==> config.mk <==
export PLATFORM = sky130hd
export DESIGN_NAME = positional_list_engine_core_flat
export DESIGN_NICKNAME = d
export VERILOG_FILES = /design/src/hw/rtl/plel_pkg.sv /design/src/hw/rtl/plel_stream_if.sv /design/src/hw/rtl/plel_ram.sv /design/src/hw/rtl/positional_list_engine_core.sv /design/src/flat_wrapper.sv
export VERILOG_INCLUDE_DIRS = /design/src /design/src/hw/rtl
export SDC_FILE = /design/constraint.sdc
export NUM_CORES = 1
export LEC_CHECK = 0
export BUFFER_PORTS_ARGS = -buffer_cell sky130_fd_sc_hd__buf_4
export CAP_MARGIN = 20
export CORE_MARGIN = 10
export CORE_UTILIZATION = 50
export DETAILED_ROUTE_END_ITERATION = 8
export PLACE_DENSITY_LB_ADDON = 0.25
export RECOVER_POWER = 100
export SLEW_MARGIN = 10
export SYNTH_ARGS = -nofsm -noshare
export SYNTH_HDL_FRONTEND = slang
export SYNTH_SLANG_ARGS = --single-unit
==> constraint.sdc <==
create_clock -name clk_i -period 6 [get_ports clk_i]
set_clock_uncertainty 0.2 [all_clocks]
set_input_delay 0 -clock clk_i [delete_from_list [all_inputs] [get_ports clk_i]]
set_output_delay 0 -clock clk_i [all_outputs]
set_load 0.01 [all_outputs]
==> src/hw/rtl/positional_list_engine_core_macros.svh <==
// assertion helpers for the list engine core
`ifndef POSITIONAL_LIST_ENGINE_CORE_MACROS_SVH
`define POSITIONAL_LIST_ENGINE_CORE_MACROS_SVH

// condition that must hold at every clock edge out of reset
`define PLEL_ASSERT_NOW(lbl, expr, msg) \
  lbl: assert property (@(posedge clk_i) disable iff (!rst_ni) (expr)) else $error(msg);

// same-cycle implication
`define PLEL_ASSERT_IMP(lbl, ante, cons, msg) \
  lbl: assert property (@(posedge clk_i) disable iff (!rst_ni) (ante) |-> (cons)) \
    else $error(msg);

// next-cycle implication
`define PLEL_ASSERT_NXT(lbl, ante, cons, msg) \
  lbl: assert property (@(posedge clk_i) disable iff (!rst_ni) (ante) |=> (cons)) \
    else $error(msg);

`endif

==> src/hw/rtl/plel_pkg.sv <==
package plel_pkg;

  localparam int unsigned DEPTH      = 32;
  localparam int unsigned DATA_WIDTH = 32;

  localparam int unsigned IDX_W     = $clog2(DEPTH);
  localparam int unsigned CNT_W     = $clog2(DEPTH + 1);
  localparam int unsigned POS_W     = 6;
  localparam int unsigned VAL_W     = 32;
  localparam int unsigned CNT_OUT_W = 6;
  // wide enough for position and count plus one
  localparam int unsigned CMP_W     = (CNT_W + 1 > POS_W) ? CNT_W + 1 : POS_W;

  typedef enum logic [2:0] {
    CMD_INS_FIRST = 3'd0,
    CMD_INS_LAST  = 3'd1,
    CMD_INS_POS   = 3'd2,
    CMD_DEL_FIRST = 3'd3,
    CMD_DEL_LAST  = 3'd4,
    CMD_DEL_POS   = 3'd5,
    CMD_READ_FWD  = 3'd6,
    CMD_READ_BACK = 3'd7
  } cmd_e;

  typedef enum logic [1:0] {
    STAT_OK      = 2'd0,
    STAT_BAD_POS = 2'd1,
    STAT_EMPTY   = 2'd2,
    STAT_FULL    = 2'd3
  } stat_e;

  typedef enum logic [2:0] {
    S_IDLE,
    S_INS_SHIFT,
    S_INS_DRAIN,
    S_INS_PUT,
    S_DEL_SHIFT,
    S_RESP,
    S_RD_ISSUE,
    S_RD_CAP
  } state_e;

  typedef struct packed {
    cmd_e                    command;
    logic signed [VAL_W-1:0] value;
    logic [POS_W-1:0]        position;
  } req_t;

  typedef struct packed {
    stat_e                   status;
    logic signed [VAL_W-1:0] entry_value;
    logic                    last;
    logic [CNT_OUT_W-1:0]    entry_count;
  } rsp_t;

endpackage

==> src/hw/rtl/plel_stream_if.sv <==
interface plel_stream_if #(
  parameter type payload_t = logic
) ();

  logic     valid;
  logic     ready;
  payload_t data;

  modport source (output valid, output data, input ready);
  modport sink   (input valid, input data, output ready);

endinterface

==> src/hw/rtl/plel_ram.sv <==
module plel_ram #(
  parameter int unsigned WIDTH = 32,
  parameter int unsigned DEPTH = 32
) (
  input  logic                     clk_i,
  input  logic                     we_i,
  input  logic [$clog2(DEPTH)-1:0] waddr_i,
  input  logic [WIDTH-1:0]         wdata_i,
  input  logic                     re_i,
  input  logic [$clog2(DEPTH)-1:0] raddr_i,
  output logic [WIDTH-1:0]         rdata_o
);

  logic [WIDTH-1:0] mem_q [DEPTH];
  logic [WIDTH-1:0] rdata_q;

  always_ff @(posedge clk_i) begin
    if (we_i) begin
      mem_q[waddr_i] <= wdata_i;
    end
    if (re_i) begin
      rdata_q <= mem_q[raddr_i];
    end
  end

  assign rdata_o = rdata_q;

endmodule

==> src/hw/rtl/positional_list_engine_core.sv <==
// Ordered list of up to DEPTH values held in one single-port-read, single-port-write
// RAM with a registered read. Requests insert at the front, the back or a 1-based
// position, delete from the front, the back or a position, or read the whole list
// forward or backward. Inserts and deletes give one response with a status and the
// new count; a read gives one response per entry, the final one marked last, and an
// empty list read gives a single empty-status response. A rejected request leaves the
// list untouched. An insert moves each entry at or above the target slot up one slot,
// then drains the last move and puts the new value; an insert at the back writes
// directly, and a delete moves each entry above the target slot down one slot. A read
// issues a RAM read and captures it into the response register for each entry. Reset
// clears the state, the count and the valid flags but not the RAM; no clearing pass
// over the RAM is needed since only slots below the count are read.
`include "positional_list_engine_core_macros.svh"

module positional_list_engine_core import plel_pkg::*; (
  input  logic          clk_i,
  input  logic          rst_ni,
  plel_stream_if.sink   req_i,
  plel_stream_if.source rsp_o
);

  // control and datapath registers
  state_e                state_q, state_d;
  logic [CNT_W-1:0]      cnt_q, cnt_d;       // entries held
  logic [IDX_W-1:0]      ptr_q, ptr_d;       // shift source / read address
  logic [IDX_W-1:0]      idx_q, idx_d;       // target slot of an insert
  logic [DATA_WIDTH-1:0] val_q, val_d;       // value waiting to be put
  logic [CNT_W-1:0]      rem_q, rem_d;       // read responses still to go
  logic                  bwd_q, bwd_d;       // read walks back to front
  stat_e                 stat_q, stat_d;
  logic                  wr_pend_q, wr_pend_d;
  logic [IDX_W-1:0]      wr_addr_q, wr_addr_d;
  logic                  out_valid_q, out_valid_d;
  rsp_t                  out_q, out_d;

  // ram port
  logic                  ram_we, ram_re;
  logic [IDX_W-1:0]      ram_waddr, ram_raddr;
  logic [DATA_WIDTH-1:0] ram_wdata, ram_rdata;

  // request decode
  logic                  req_fire;
  cmd_e                  cmd;
  logic [CMP_W-1:0]      pos_x, cnt_x;
  logic                  full, empty, out_free;
  logic [IDX_W-1:0]      tail_idx, pos_idx;
  logic                  dec_ins, dec_del, dec_rd, dec_bwd, dec_shift;
  stat_e                 dec_stat;
  logic [IDX_W-1:0]      dec_idx;

  assign req_i.ready = (state_q == S_IDLE);
  assign req_fire    = req_i.valid && req_i.ready;
  assign cmd         = req_i.data.command;
  assign pos_x       = CMP_W'(req_i.data.position);
  assign cnt_x       = CMP_W'(cnt_q);
  assign full        = (cnt_q == CNT_W'(DEPTH));
  assign empty       = (cnt_q == '0);
  assign tail_idx    = IDX_W'(cnt_q - 1'b1);
  assign pos_idx     = IDX_W'(req_i.data.position - 1'b1);
  assign out_free    = !out_valid_q || rsp_o.ready;

  always_comb begin
    dec_ins  = 1'b0;
    dec_del  = 1'b0;
    dec_rd   = 1'b0;
    dec_bwd  = 1'b0;
    dec_stat = STAT_OK;
    dec_idx  = '0;
    unique case (cmd)
      CMD_INS_FIRST: begin
        dec_ins = 1'b1;
      end
      CMD_INS_LAST: begin
        dec_ins = 1'b1;
        dec_idx = IDX_W'(cnt_q);
      end
      CMD_INS_POS: begin
        dec_ins = 1'b1;
        dec_idx = pos_idx;
        if (pos_x == '0 || pos_x > cnt_x + 1'b1) begin
          dec_stat = STAT_BAD_POS;
        end
      end
      CMD_DEL_FIRST: begin
        dec_del = 1'b1;
      end
      CMD_DEL_LAST: begin
        dec_del = 1'b1;
        dec_idx = tail_idx;
      end
      CMD_DEL_POS: begin
        dec_del = 1'b1;
        dec_idx = pos_idx;
        if (pos_x == '0 || pos_x > cnt_x) begin
          dec_stat = STAT_BAD_POS;
        end
      end
      CMD_READ_FWD: begin
        dec_rd = 1'b1;
      end
      CMD_READ_BACK: begin
        dec_rd  = 1'b1;
        dec_bwd = 1'b1;
      end
    endcase
    // capacity checks take priority over the position check
    if (dec_ins && full) begin
      dec_stat = STAT_FULL;
    end
    if ((dec_del || dec_rd) && empty) begin
      dec_stat = STAT_EMPTY;
    end
  end

  // an insert at or below the tail or a delete below it has entries to move
  assign dec_shift = dec_ins ? (CNT_W'(dec_idx) != cnt_q)
                             : (CNT_W'(dec_idx) + 1'b1 != cnt_q);

  // next state
  always_comb begin
    state_d = state_q;
    unique case (state_q)
      S_IDLE: begin
        if (req_fire) begin
          if (dec_stat != STAT_OK) begin
            state_d = S_RESP;
          end else if (dec_rd) begin
            state_d = S_RD_ISSUE;
          end else if (dec_ins) begin
            state_d = dec_shift ? S_INS_SHIFT : S_RESP;
          end else begin
            state_d = dec_shift ? S_DEL_SHIFT : S_RESP;
          end
        end
      end
      S_INS_SHIFT: begin
        if (ptr_q == idx_q) begin
          state_d = S_INS_DRAIN;
        end
      end
      S_INS_DRAIN: begin
        state_d = S_INS_PUT;
      end
      S_INS_PUT: begin
        state_d = S_RESP;
      end
      S_DEL_SHIFT: begin
        if (ptr_q == tail_idx) begin
          state_d = S_RESP;
        end
      end
      S_RESP: begin
        if (out_free) begin
          state_d = S_IDLE;
        end
      end
      S_RD_ISSUE: begin
        if (out_free) begin
          state_d = S_RD_CAP;
        end
      end
      S_RD_CAP: begin
        state_d = (rem_q == CNT_W'(1)) ? S_IDLE : S_RD_ISSUE;
      end
    endcase
  end

  // datapath, ram port and response register
  always_comb begin
    cnt_d       = cnt_q;
    ptr_d       = ptr_q;
    idx_d       = idx_q;
    val_d       = val_q;
    rem_d       = rem_q;
    bwd_d       = bwd_q;
    stat_d      = stat_q;
    wr_addr_d   = wr_addr_q;
    wr_pend_d   = 1'b0;
    out_d       = out_q;
    out_valid_d = out_valid_q && !rsp_o.ready;
    // a moved entry lands in the cycle after its read
    ram_we      = wr_pend_q;
    ram_waddr   = wr_addr_q;
    ram_wdata   = ram_rdata;
    ram_re      = 1'b0;
    ram_raddr   = ptr_q;

    unique case (state_q)
      S_IDLE: begin
        if (req_fire) begin
          stat_d = dec_stat;
          idx_d  = dec_idx;
          val_d  = DATA_WIDTH'($unsigned(req_i.data.value));
          bwd_d  = dec_bwd;
          rem_d  = cnt_q;
          if (dec_stat == STAT_OK) begin
            if (dec_rd) begin
              ptr_d = dec_bwd ? tail_idx : '0;
            end else if (dec_ins) begin
              if (dec_shift) begin
                ptr_d = tail_idx;
              end else begin
                // append at the tail needs no move
                ram_we    = 1'b1;
                ram_waddr = dec_idx;
                ram_wdata = DATA_WIDTH'($unsigned(req_i.data.value));
                cnt_d     = cnt_q + 1'b1;
              end
            end else begin
              if (dec_shift) begin
                ptr_d = dec_idx + 1'b1;
              end else begin
                cnt_d = cnt_q - 1'b1;
              end
            end
          end
        end
      end
      S_INS_SHIFT: begin
        // walk down from the tail, each entry moves up one slot
        ram_re    = 1'b1;
        wr_pend_d = 1'b1;
        wr_addr_d = ptr_q + 1'b1;
        if (ptr_q != idx_q) begin
          ptr_d = ptr_q - 1'b1;
        end
      end
      S_INS_DRAIN: begin
        // last moved entry is written this cycle
      end
      S_INS_PUT: begin
        ram_we    = 1'b1;
        ram_waddr = idx_q;
        ram_wdata = val_q;
        cnt_d     = cnt_q + 1'b1;
      end
      S_DEL_SHIFT: begin
        // walk up from the hole, each entry moves down one slot
        ram_re    = 1'b1;
        wr_pend_d = 1'b1;
        wr_addr_d = ptr_q - 1'b1;
        if (ptr_q == tail_idx) begin
          cnt_d = cnt_q - 1'b1;
        end else begin
          ptr_d = ptr_q + 1'b1;
        end
      end
      S_RESP: begin
        if (out_free) begin
          out_valid_d       = 1'b1;
          out_d.status      = stat_q;
          out_d.entry_value = '0;
          out_d.last        = 1'b1;
          out_d.entry_count = CNT_OUT_W'(cnt_q);
        end
      end
      S_RD_ISSUE: begin
        ram_re = out_free;
      end
      S_RD_CAP: begin
        out_valid_d       = 1'b1;
        out_d.status      = STAT_OK;
        out_d.entry_value = VAL_W'(ram_rdata);
        out_d.last        = (rem_q == CNT_W'(1));
        out_d.entry_count = CNT_OUT_W'(cnt_q);
        rem_d             = rem_q - 1'b1;
        if (rem_q != CNT_W'(1)) begin
          ptr_d = bwd_q ? ptr_q - 1'b1 : ptr_q + 1'b1;
        end
      end
    endcase
  end

  always_ff @(posedge clk_i or negedge rst_ni) begin
    if (!rst_ni) begin
      state_q     <= S_IDLE;
      cnt_q       <= '0;
      wr_pend_q   <= 1'b0;
      out_valid_q <= 1'b0;
    end else begin
      state_q     <= state_d;
      cnt_q       <= cnt_d;
      wr_pend_q   <= wr_pend_d;
      out_valid_q <= out_valid_d;
    end
  end

  // payload registers, no reset
  always_ff @(posedge clk_i) begin
    ptr_q     <= ptr_d;
    idx_q     <= idx_d;
    val_q     <= val_d;
    rem_q     <= rem_d;
    bwd_q     <= bwd_d;
    stat_q    <= stat_d;
    wr_addr_q <= wr_addr_d;
    out_q     <= out_d;
  end

  plel_ram #(
    .WIDTH (DATA_WIDTH),
    .DEPTH (DEPTH)
  ) u_entries (
    .clk_i   (clk_i),
    .we_i    (ram_we),
    .waddr_i (ram_waddr),
    .wdata_i (ram_wdata),
    .re_i    (ram_re),
    .raddr_i (ram_raddr),
    .rdata_o (ram_rdata)
  );

  assign rsp_o.valid = out_valid_q;
  assign rsp_o.data  = out_q;

  `PLEL_ASSERT_NOW(a_cnt_bound, cnt_q <= CNT_W'(DEPTH), "entry count above depth")
  `PLEL_ASSERT_IMP(a_no_rw_clash, ram_we && ram_re, ram_waddr != ram_raddr, "shift read hits write slot")
  `PLEL_ASSERT_IMP(a_put_port_free, state_q == S_INS_PUT, !wr_pend_q, "put collides with moved entry")
  `PLEL_ASSERT_NXT(a_read_keeps_count, state_q == S_RD_CAP, $stable(cnt_q), "count changed during read")
  `PLEL_ASSERT_NXT(a_last_ends_read, state_q == S_RD_CAP && rem_q == CNT_W'(1), state_q == S_IDLE && out_valid_q && out_q.last, "read did not end on last")

endmodule

==> src/flat_wrapper.sv <==
// flat-port wrapper written by rule: the top's interface ports become plain ports
module positional_list_engine_core_flat import plel_pkg::*;
  (clk_i, rst_ni, req_i_valid, req_i_data, req_i_ready, rsp_o_valid, rsp_o_data, rsp_o_ready);
  plel_stream_if #(.payload_t(req_t)) req_i_i ();
  plel_stream_if #(.payload_t(rsp_t)) rsp_o_i ();
  input  logic clk_i;
  input  logic rst_ni;
  input wire logic [$bits(req_i_i.valid)-1:0] req_i_valid;
  input wire logic [$bits(req_i_i.data)-1:0] req_i_data;
  output wire logic [$bits(req_i_i.ready)-1:0] req_i_ready;
  output wire logic [$bits(rsp_o_i.valid)-1:0] rsp_o_valid;
  output wire logic [$bits(rsp_o_i.data)-1:0] rsp_o_data;
  input wire logic [$bits(rsp_o_i.ready)-1:0] rsp_o_ready;
  assign req_i_i.valid = req_i_valid;
  assign req_i_i.data = req_i_data;
  assign req_i_ready = req_i_i.ready;
  assign rsp_o_valid = rsp_o_i.valid;
  assign rsp_o_data = rsp_o_i.data;
  assign rsp_o_i.ready = rsp_o_ready;
  positional_list_engine_core u_core (.clk_i(clk_i), .rst_ni(rst_ni), .req_i(req_i_i), .rsp_o(rsp_o_i));
endmodule
==> results of run 1 <==
[stage by stage]
| stage | util (%) | area, µm² | hold slack, ns | total power [mW] | worst slack, ns |
|---|---|---|---|---|---|
| after CTS | 58.92 | 54170 | 0.02262 | 29.14 | 0.5676 |
| after floorplan | - | 46470 | -0.4956 | 18.13 | 0.4748 |
| final | 58.30 | 53610 | 0.08279 | 28.69 | 0.3344 |
| after global placement | 54.11 | 49750 | -0.3343 | 21.94 | 0.7363 |
| after global routing | 58.30 | 53600 | 0.09496 | 29.88 | 0.1235 |
| after detailed placement | 54.11 | 49750 | -0.3296 | 22.14 | 0.5868 |
[critical path: cells and delay by family, from the launching register on]
family,cells,cell delay [ns]
buf+inv,5,1.84
flops,1,0.52
compound gates,4,1.14
fa+ha+maj,2,0.80
simple gates,4,0.77
mux,1,0.11
[kinds of logic after synthesis]
family                     after synthesis  synth area share [%]
DFF                                   1164                 75.09
muxes                                  362                 16.50
and+or+nand+nor                        292                 3.193
AOI/OAI and AO/OA                      166                 2.630
buffers and inverters                  145                 1.303
xor gates and xnor gates                37                0.7134
adders and majority gates               21                0.5654
[cell usage in the layout (no fill, tap or decap), drive strengths merged, types with 3 or more instances in the layout]
cell         instances
buf                 68
inv                 27
xor2                11
nor3                10
and3                11
nor4                 4
a22oi               35
a221o                5
mux2                34
nand3               24
a21o                 5
edfxtp            1153
clkinv              48
dlygate4sd3         80
nor2                60
or3                  3
mux4               320
bufinv              12
mux2i                8
and2                39
xnor2               26
dfrtp               11
nor4bb               3
nand4                3
o21ai               44
a221oi               7
clkbuf             282
nor3b                4
o221ai               4
ha                  21
nand2              111
o22ai                5
nor4b                4
o21a                 3
a211oi               6
nand2b               5
a21oi               26
a31oi                6
[flip-flops by register name (all words and copies together), names as in the netlist, 5 cells and up]
| signal | cells |
|---|---|
| u_core.cnt_q | 6 |
| u_core.idx_q | 5 |
| u_core.ptr_q | 5 |
| u_core.rem_q | 6 |
| u_core.rsp_o.data | 41 |
| u_core.u_entries.mem_q | 1024 |
| u_core.u_entries.rdata_o | 32 |
| u_core.val_q | 32 |
| u_core.wr_addr_q | 5 |
[cell usage after synthesis (all sizes together) (23+ instances only)]
cell type	n	share of area, %
xnor2	26	0.51
nor2	60	0.48
nand2	111	0.90
inv	23	0.19
a21oi	26	0.29
mux4	320	16
and2	39	0.53
edfxtp	1153	74
a22oi	35	0.57
clkbuf	78	0.63
o21ai	44	0.48
buf	42	0.47
nand3	24	0.33
mux2	34	0.82
[routing by layer]
| layer | GRT usage (%) | up-vias | part of all wire [%] |
|---|---|---|---|
| met5 | 0 | - | 0 |
| met4 | 5.883 | 0 | 2.3 |
| met3 | 4.159 | 153 | 7.7 |
| met2 | 34.72 | 1036 | 50 |
| met1 | 28.55 | 12430 | 40 |
| li1 | - | 9704 | - |
[area by class of cell]
| type | instances | area (µm²) | share of cell area, % |
|---|---|---|---|
| Multi-Input combinational cell | 878 | 11130 | 20.76 |
| Antenna cell | 2 | 5.005 | 0.009336 |
| Inverter | 25 | 93.84 | 0.1751 |
| Timing Repair Buffer | 286 | 2297 | 4.285 |
| Tap cell | 1243 | 1555 | 2.901 |
| Clock buffer | 144 | 2975 | 5.550 |
| Clock inverter | 64 | 649.4 | 1.211 |
| Sequential cell | 1164 | 34900 | 65.10 |
[report_power, final]
| part | internal [mW] | switching (mW) | total [mW] |
|---|---|---|---|
| clock network | 4.01 | 2.93 | 6.95 |
| logic | 3.65 | 5.91 | 9.57 |
| registers | 11.7 | 0.463 | 12.2 |
[repair_timing]
| item | in CTS | in global routing |
|---|---|---|
| hold buffers | 80 | 0 |
| setup endpoints to repair | 0 | 0 |
| hold endpoints to repair | 994 | 0 |
[final timing paths]
kind / from / endpoint / slack, ns
setup / recovery: u_core.cnt_q[1] / u_core.u_entries.mem_q[24][31] / 0.33
hold / removal: req_i_data[5] / u_core.stat_q[0] / 0.08
setup reg to reg: u_core.cnt_q[1] / u_core.u_entries.mem_q[24][31] / 0.33
hold reg to reg: u_core.stat_q[0] / u_core.rsp_o.data[39] / 0.33
max in group asynchronous: rst_ni / u_core.cnt_q[0] / 4.86
min in group asynchronous: rst_ni / u_core.cnt_q[4] / 0.26
==> results.py, run 1 <==
metrics = {
    "floorplan": {
        "start_util_pct": 50.55,
        "core_um2": 91940,
        "die_x_um": 324.9,
        "die_h_um": 324.9,
        "ios": 88,
        "dieArea_um2": 105500,
        "rows": 111,
    },
    "layout": {
        "fill_cells": 6673,
        "instances_no_fill": 3806,
        "nNetsFinal": 2533,
        "drive_gt1_share_pct": 26.47,
        "syn2layout_area_growth_pct": 15.34,
    },
    "global_route": {
        "overflow": 0,
        "first_global_vias": 24040,
        "grt_max_degree": 113,
        "grt_pass1_wl_mm": 165.2,
        "globalRouteTotalUtil_pct": 21.06,
        "antenna_found_initial": 3,
    },
    "clock_network": {
        "cts_setup_buffers": 0,
        "cts_tree": "yes",
        "cts-resized-gates": 0,
        "clk-insertion-delay-late_ns": 0.68,
        "clockRootBuffer": "clkbuf_16",
        "clkTransAtPathRegs_ns": 0.06,
        "cts_made_buffers": 112,
        "h-tree-depth": 3,
        "cts_buffer_depth": 3,
        "numClockSinks": 1164,
    },
    "yosys": {
        "synth-edff-count": 1153,
        "syn_nets": 2253,
        "synth-seq-cells": 1164,
        "synthCells": 2187,
        "ys_warn_count": 0,
        "ys_types": 79,
        "syn_area_um2": 46470,
        "synth_top_flop_cell": "edfxtp_1",
        "ys_seq_area_share_pct": 75.09,
        "synth_async_sr_flop_share_pct": 0.9450,
        "syn_avg_cell_area_um2": 21.25,
    },
    "worst_setup_path": {
        "cp.required_ns": 6.24,
        "reg2reg_depth": 16,
        "crit_fanout": 17,
        "worstSetupPathType": "reg -> reg",
        "cp-end-kind": "flop",
        "slowest_delay_ns": 1.03,
        "cp-start-kind": "flop",
        "cp_slowest_cell": "clkbuf_1",
        "cp.arrival_ns": 5.91,
        "path_cells": "inv_1 > ha_1 > mux2i_1 > a211oi_2 > inv_1 > ha_1 > inv_1 > nand2_1 > a221oi_1 > nor2_1 > a2111oi_4 > a21oi_2 > clkbuf_1 > nand2_1 > nand2_1 > clkbuf_2",
    },
    "timing": {
        "period_minus_slack_ns": 5.666,
        "finalCritPeriodShare_pct": 94.43,
        "setup_viol": 0,
        "fmax_mhz": 176.5,
        "hold_viol": 0,
        "worst_pin_slew_ns": 3.369,
        "max-slew-margin-rel_pct": -124.6,
        "tns_ns": 0,
        "slew_violations": 350,
        "rsz0062_at_grt": "no",
    },
    "run_status": {
        "status": "finished, violations left",
        "violations": "capacitance limit, slew limit",
    },
    "power": {
        "ir_worst_vdd_mv": 0.3799,
        "powerDensity_nw_per_um2": 535.2,
        "p_leak_nw": 17.05,
    },
    "placed_design": {
        "gp_congestion": 0.8700,
        "port_buffers": 87,
        "dp.cells": 3516,
        "dp.final_hpwl_mm": 66.97,
    },
    "detailed_routing": {
        "wl_per_cell_um": 29.39,
        "drc": 0,
        "dr.pass1.iters": 7,
        "drt-initial-drc-count": 2429,
        "num_vias": 23320,
        "ant_nets": 0,
        "vias_per_cell": 6.128,
        "drt_wl_total_mm": 111.9,
    },
    "min_path": {
        "hold_path_depth": 6,
        "hold_path.class": "in -> reg",
    },
    "flow_run": {
        "drv_cap": 7,
    },
}
(Power assumes the default switching activity.)
==> inputs of run 2 (changes only) <==
- clock period: 6 -> 5.9 ns (I/O delays scaled with it)
==> results.py, run 2 (synthesis results as in run 1) <==
metrics = {
    "run_status": {
        "status": "finished, violations left",
        "violations": "capacitance limit, slew limit",
    },
    "power": {
        "ir_worst_vdd_mv": 0.5615,
        "combPwrFrac_pct": 31.8,
        "clockPowerShare_pct": 25.2,
        "seqPwrFrac_pct": 43.0,
        "powerDensity_nw_per_um2": 540.0,
        "netSwitchingFraction_pct": 31.36,
        "p_leak_nw": 17.07,
        "power_switching_mw": 9.071,
        "power_mw": 28.93,
        "p_int_mw": 19.86,
    },
    "timing": {
        "setup_viol": 0,
        "hold_viol": 0,
        "finalCritPeriodShare_pct": 95.13,
        "rsz0062_at_grt": "no",
        "slew_violations": 308,
        "max-slew-margin-rel_pct": -136.6,
        "period_minus_slack_ns": 5.613,
        "worst_pin_slew_ns": 3.549,
        "fmax_mhz": 178.2,
        "tns_ns": 0,
    },
    "global_route": {
        "first_global_vias": 24060,
        "antenna_found_initial": 6,
        "grt_max_degree": 109,
        "globalRouteTotalUtil_pct": 21.46,
        "overflow": 0,
        "grt_pass1_wl_mm": 167.0,
    },
    "detailed_routing": {
        "drt-initial-drc-count": 3021,
        "dr.pass1.iters": 5,
        "num_vias": 23530,
        "drt_wl_total_mm": 113.6,
        "drc": 0,
        "ant_nets": 0,
        "wl_per_cell_um": 29.87,
        "vias_per_cell": 6.184,
    },
    "floorplan": {
        "rows": 111,
        "start_util_pct": 50.55,
        "die_h_um": 324.9,
        "core_um2": 91940,
        "ios": 88,
        "die_x_um": 324.9,
        "dieArea_um2": 105500,
    },
    "worst_setup_path": {
        "timing.rr.end": "u_core.u_entries.mem_q[24][16]",
        "cp.required_ns": 5.99,
        "slowest_delay_ns": 0.65,
        "critPathTopFamily": "compound AO/OA/AOI/OAI gates",
        "cp.arrival_ns": 5.71,
        "cp-end-kind": "flop",
        "cp-start-kind": "flop",
        "path_cells": "inv_1 > ha_1 > xnor2_1 > o32a_1 > a211oi_1 > a21oi_1 > mux2_1 > and4bb_1 > and4bb_2 > a221oi_4 > nand3_1 > nor2_4 > buf_4",
        "cp_slowest_cell": "a211oi_1",
        "worstSetupPathType": "reg -> reg",
        "reg2reg_slack_ns": 0.29,
        "reg2reg_depth": 13,
        "crit_buf_inv": 2,
        "crit_fanout": 32,
        "r2r-start": "u_core.cnt_q[1]",
    },
    "min_path": {
        "hold_path_depth": 6,
        "min_to": "u_core.stat_q[0]",
        "hold_path.class": "in -> reg",
        "min_from": "req_i_data[5]",
    },
    "clock_network": {
        "cts_made_buffers": 111,
        "clk-insertion-delay-late_ns": 0.70,
        "cts_tree": "yes",
        "clockRootBuffer": "clkbuf_16",
        "cts_buffer_depth": 3,
        "clkTransAtPathRegs_ns": 0.06,
        "numClockSinks": 1164,
        "h-tree-depth": 3,
    },
    "layout": {
        "syn2layout_area_growth_pct": 15.26,
        "mostFrequentLayoutCell": "edfxtp_1",
        "fin_area_um2": 53570,
        "regArea_um2": 34900,
        "drive_gt1_share_pct": 26.80,
        "largest_reg_flops": 1024,
        "fill_cells": 6703,
        "nNetsFinal": 2533,
        "layout_common_cells": "edfxtp_1, mux4_2, clkbuf_16",
        "regMostFlops": "u_core.u_entries.mem_q",
        "multi_input_comb_area_um2": 11140,
    },
    "placed_design": {
        "port_buffers": 87,
        "placed_area_um2": 49700,
        "dp.final_hpwl_mm": 63.69,
        "gp_congestion": 0.9006,
    },
    "flow_run": {
        "drv_cap": 5,
    },
}
run 2: cell types whose count changed in the layout (fill, tap and decap cells not counted), sizes merged:
cell         change
buf             -17
bufinv           +6
clkbuf           -2
clkinv          +11
clkinvlp         +1
dlygate4sd3      +2
inv              -2
run 2: metal layers:
metal,up-vias,global-route usage (%),wire (µm)
met3,176,4.930,10180
met5,-,0,69
li1,9700,-,-
met1,12500,30.15,45620
met4,4,5.873,2761
met2,1148,33.74,55010
run 2: area by class of cell:
class	count	share of cell area [%]
Clock inverter	80	1.679
Clock buffer	126	5.330
Timing Repair Buffer	287	3.950
Tap cell	1243	2.903
Antenna cell	2	0.009343
Multi-Input combinational cell	878	20.80
Inverter	25	0.1752
Sequential cell	1164	65.15
run 2: timing repair:
action / CTS / global route
hold buffers: 82 / 0
endpoints found under the hold margin: 951 / 0
gates resized for setup: 0 / 0
endpoints found under the setup margin: 0 / 46
setup buffers: 0 / 10
run 2: worst min-delay path: cells and delay by family:
kind                     cells  cell delay, ns
adder cells (fa/ha/maj)      1            0.16
buffers and inverters        1            0.12
AND/OR/NAND/NOR              1            0.13
AO/OA/AOI/OAI                3            0.39
run 2: worst max path at each step:
stage | startpoint | endpoint | slack, ns | cells past startpoint
floorplan | u_core.cnt_q[0] | u_core.u_entries.mem_q[0][0] | 0.37 | 17
global placement | u_core.cnt_q[1] | u_core.u_entries.mem_q[3][4] | 0.45 | 16
detailed placement | u_core.cnt_q[1] | u_core.u_entries.mem_q[3][16] | 0.43 | 16
CTS | u_core.cnt_q[1] | u_core.u_entries.mem_q[3][15] | 0.40 | 16
global route | u_core.cnt_q[1] | u_core.u_entries.mem_q[15][13] | 0.04 | 17
finish | u_core.cnt_q[1] | u_core.u_entries.mem_q[24][16] | 0.29 | 13
run 2: power by group through the flow:
stage / Clock (mW) / Combinational [mW] / Sequential [mW]
finish: 7.30 / 9.20 / 12.4
global route: 7.75 / 9.93 / 12.5
CTS: 7.40 / 9.52 / 12.4
detailed placement: 0 / 9.42 / 12.5
global placement: 0 / 9.24 / 12.5
floorplan: 0 / 6.10 / 12.3
run 2: metrics by stage:
step	hold slack, ns	utilization [%]	worst slack (ns)	cells
2_1_floorplan	-0.4956	-	0.3748	2187
3_3_place_gp	-0.3370	54.06	0.4472	3505
3_5_place_dp	-0.3366	54.06	0.4320	3505
4_1_cts	0.04603	59.03	0.4003	3793
5_1_grt	0.1596	58.26	0.03804	3803
6_report	0.06685	58.26	0.2874	3805
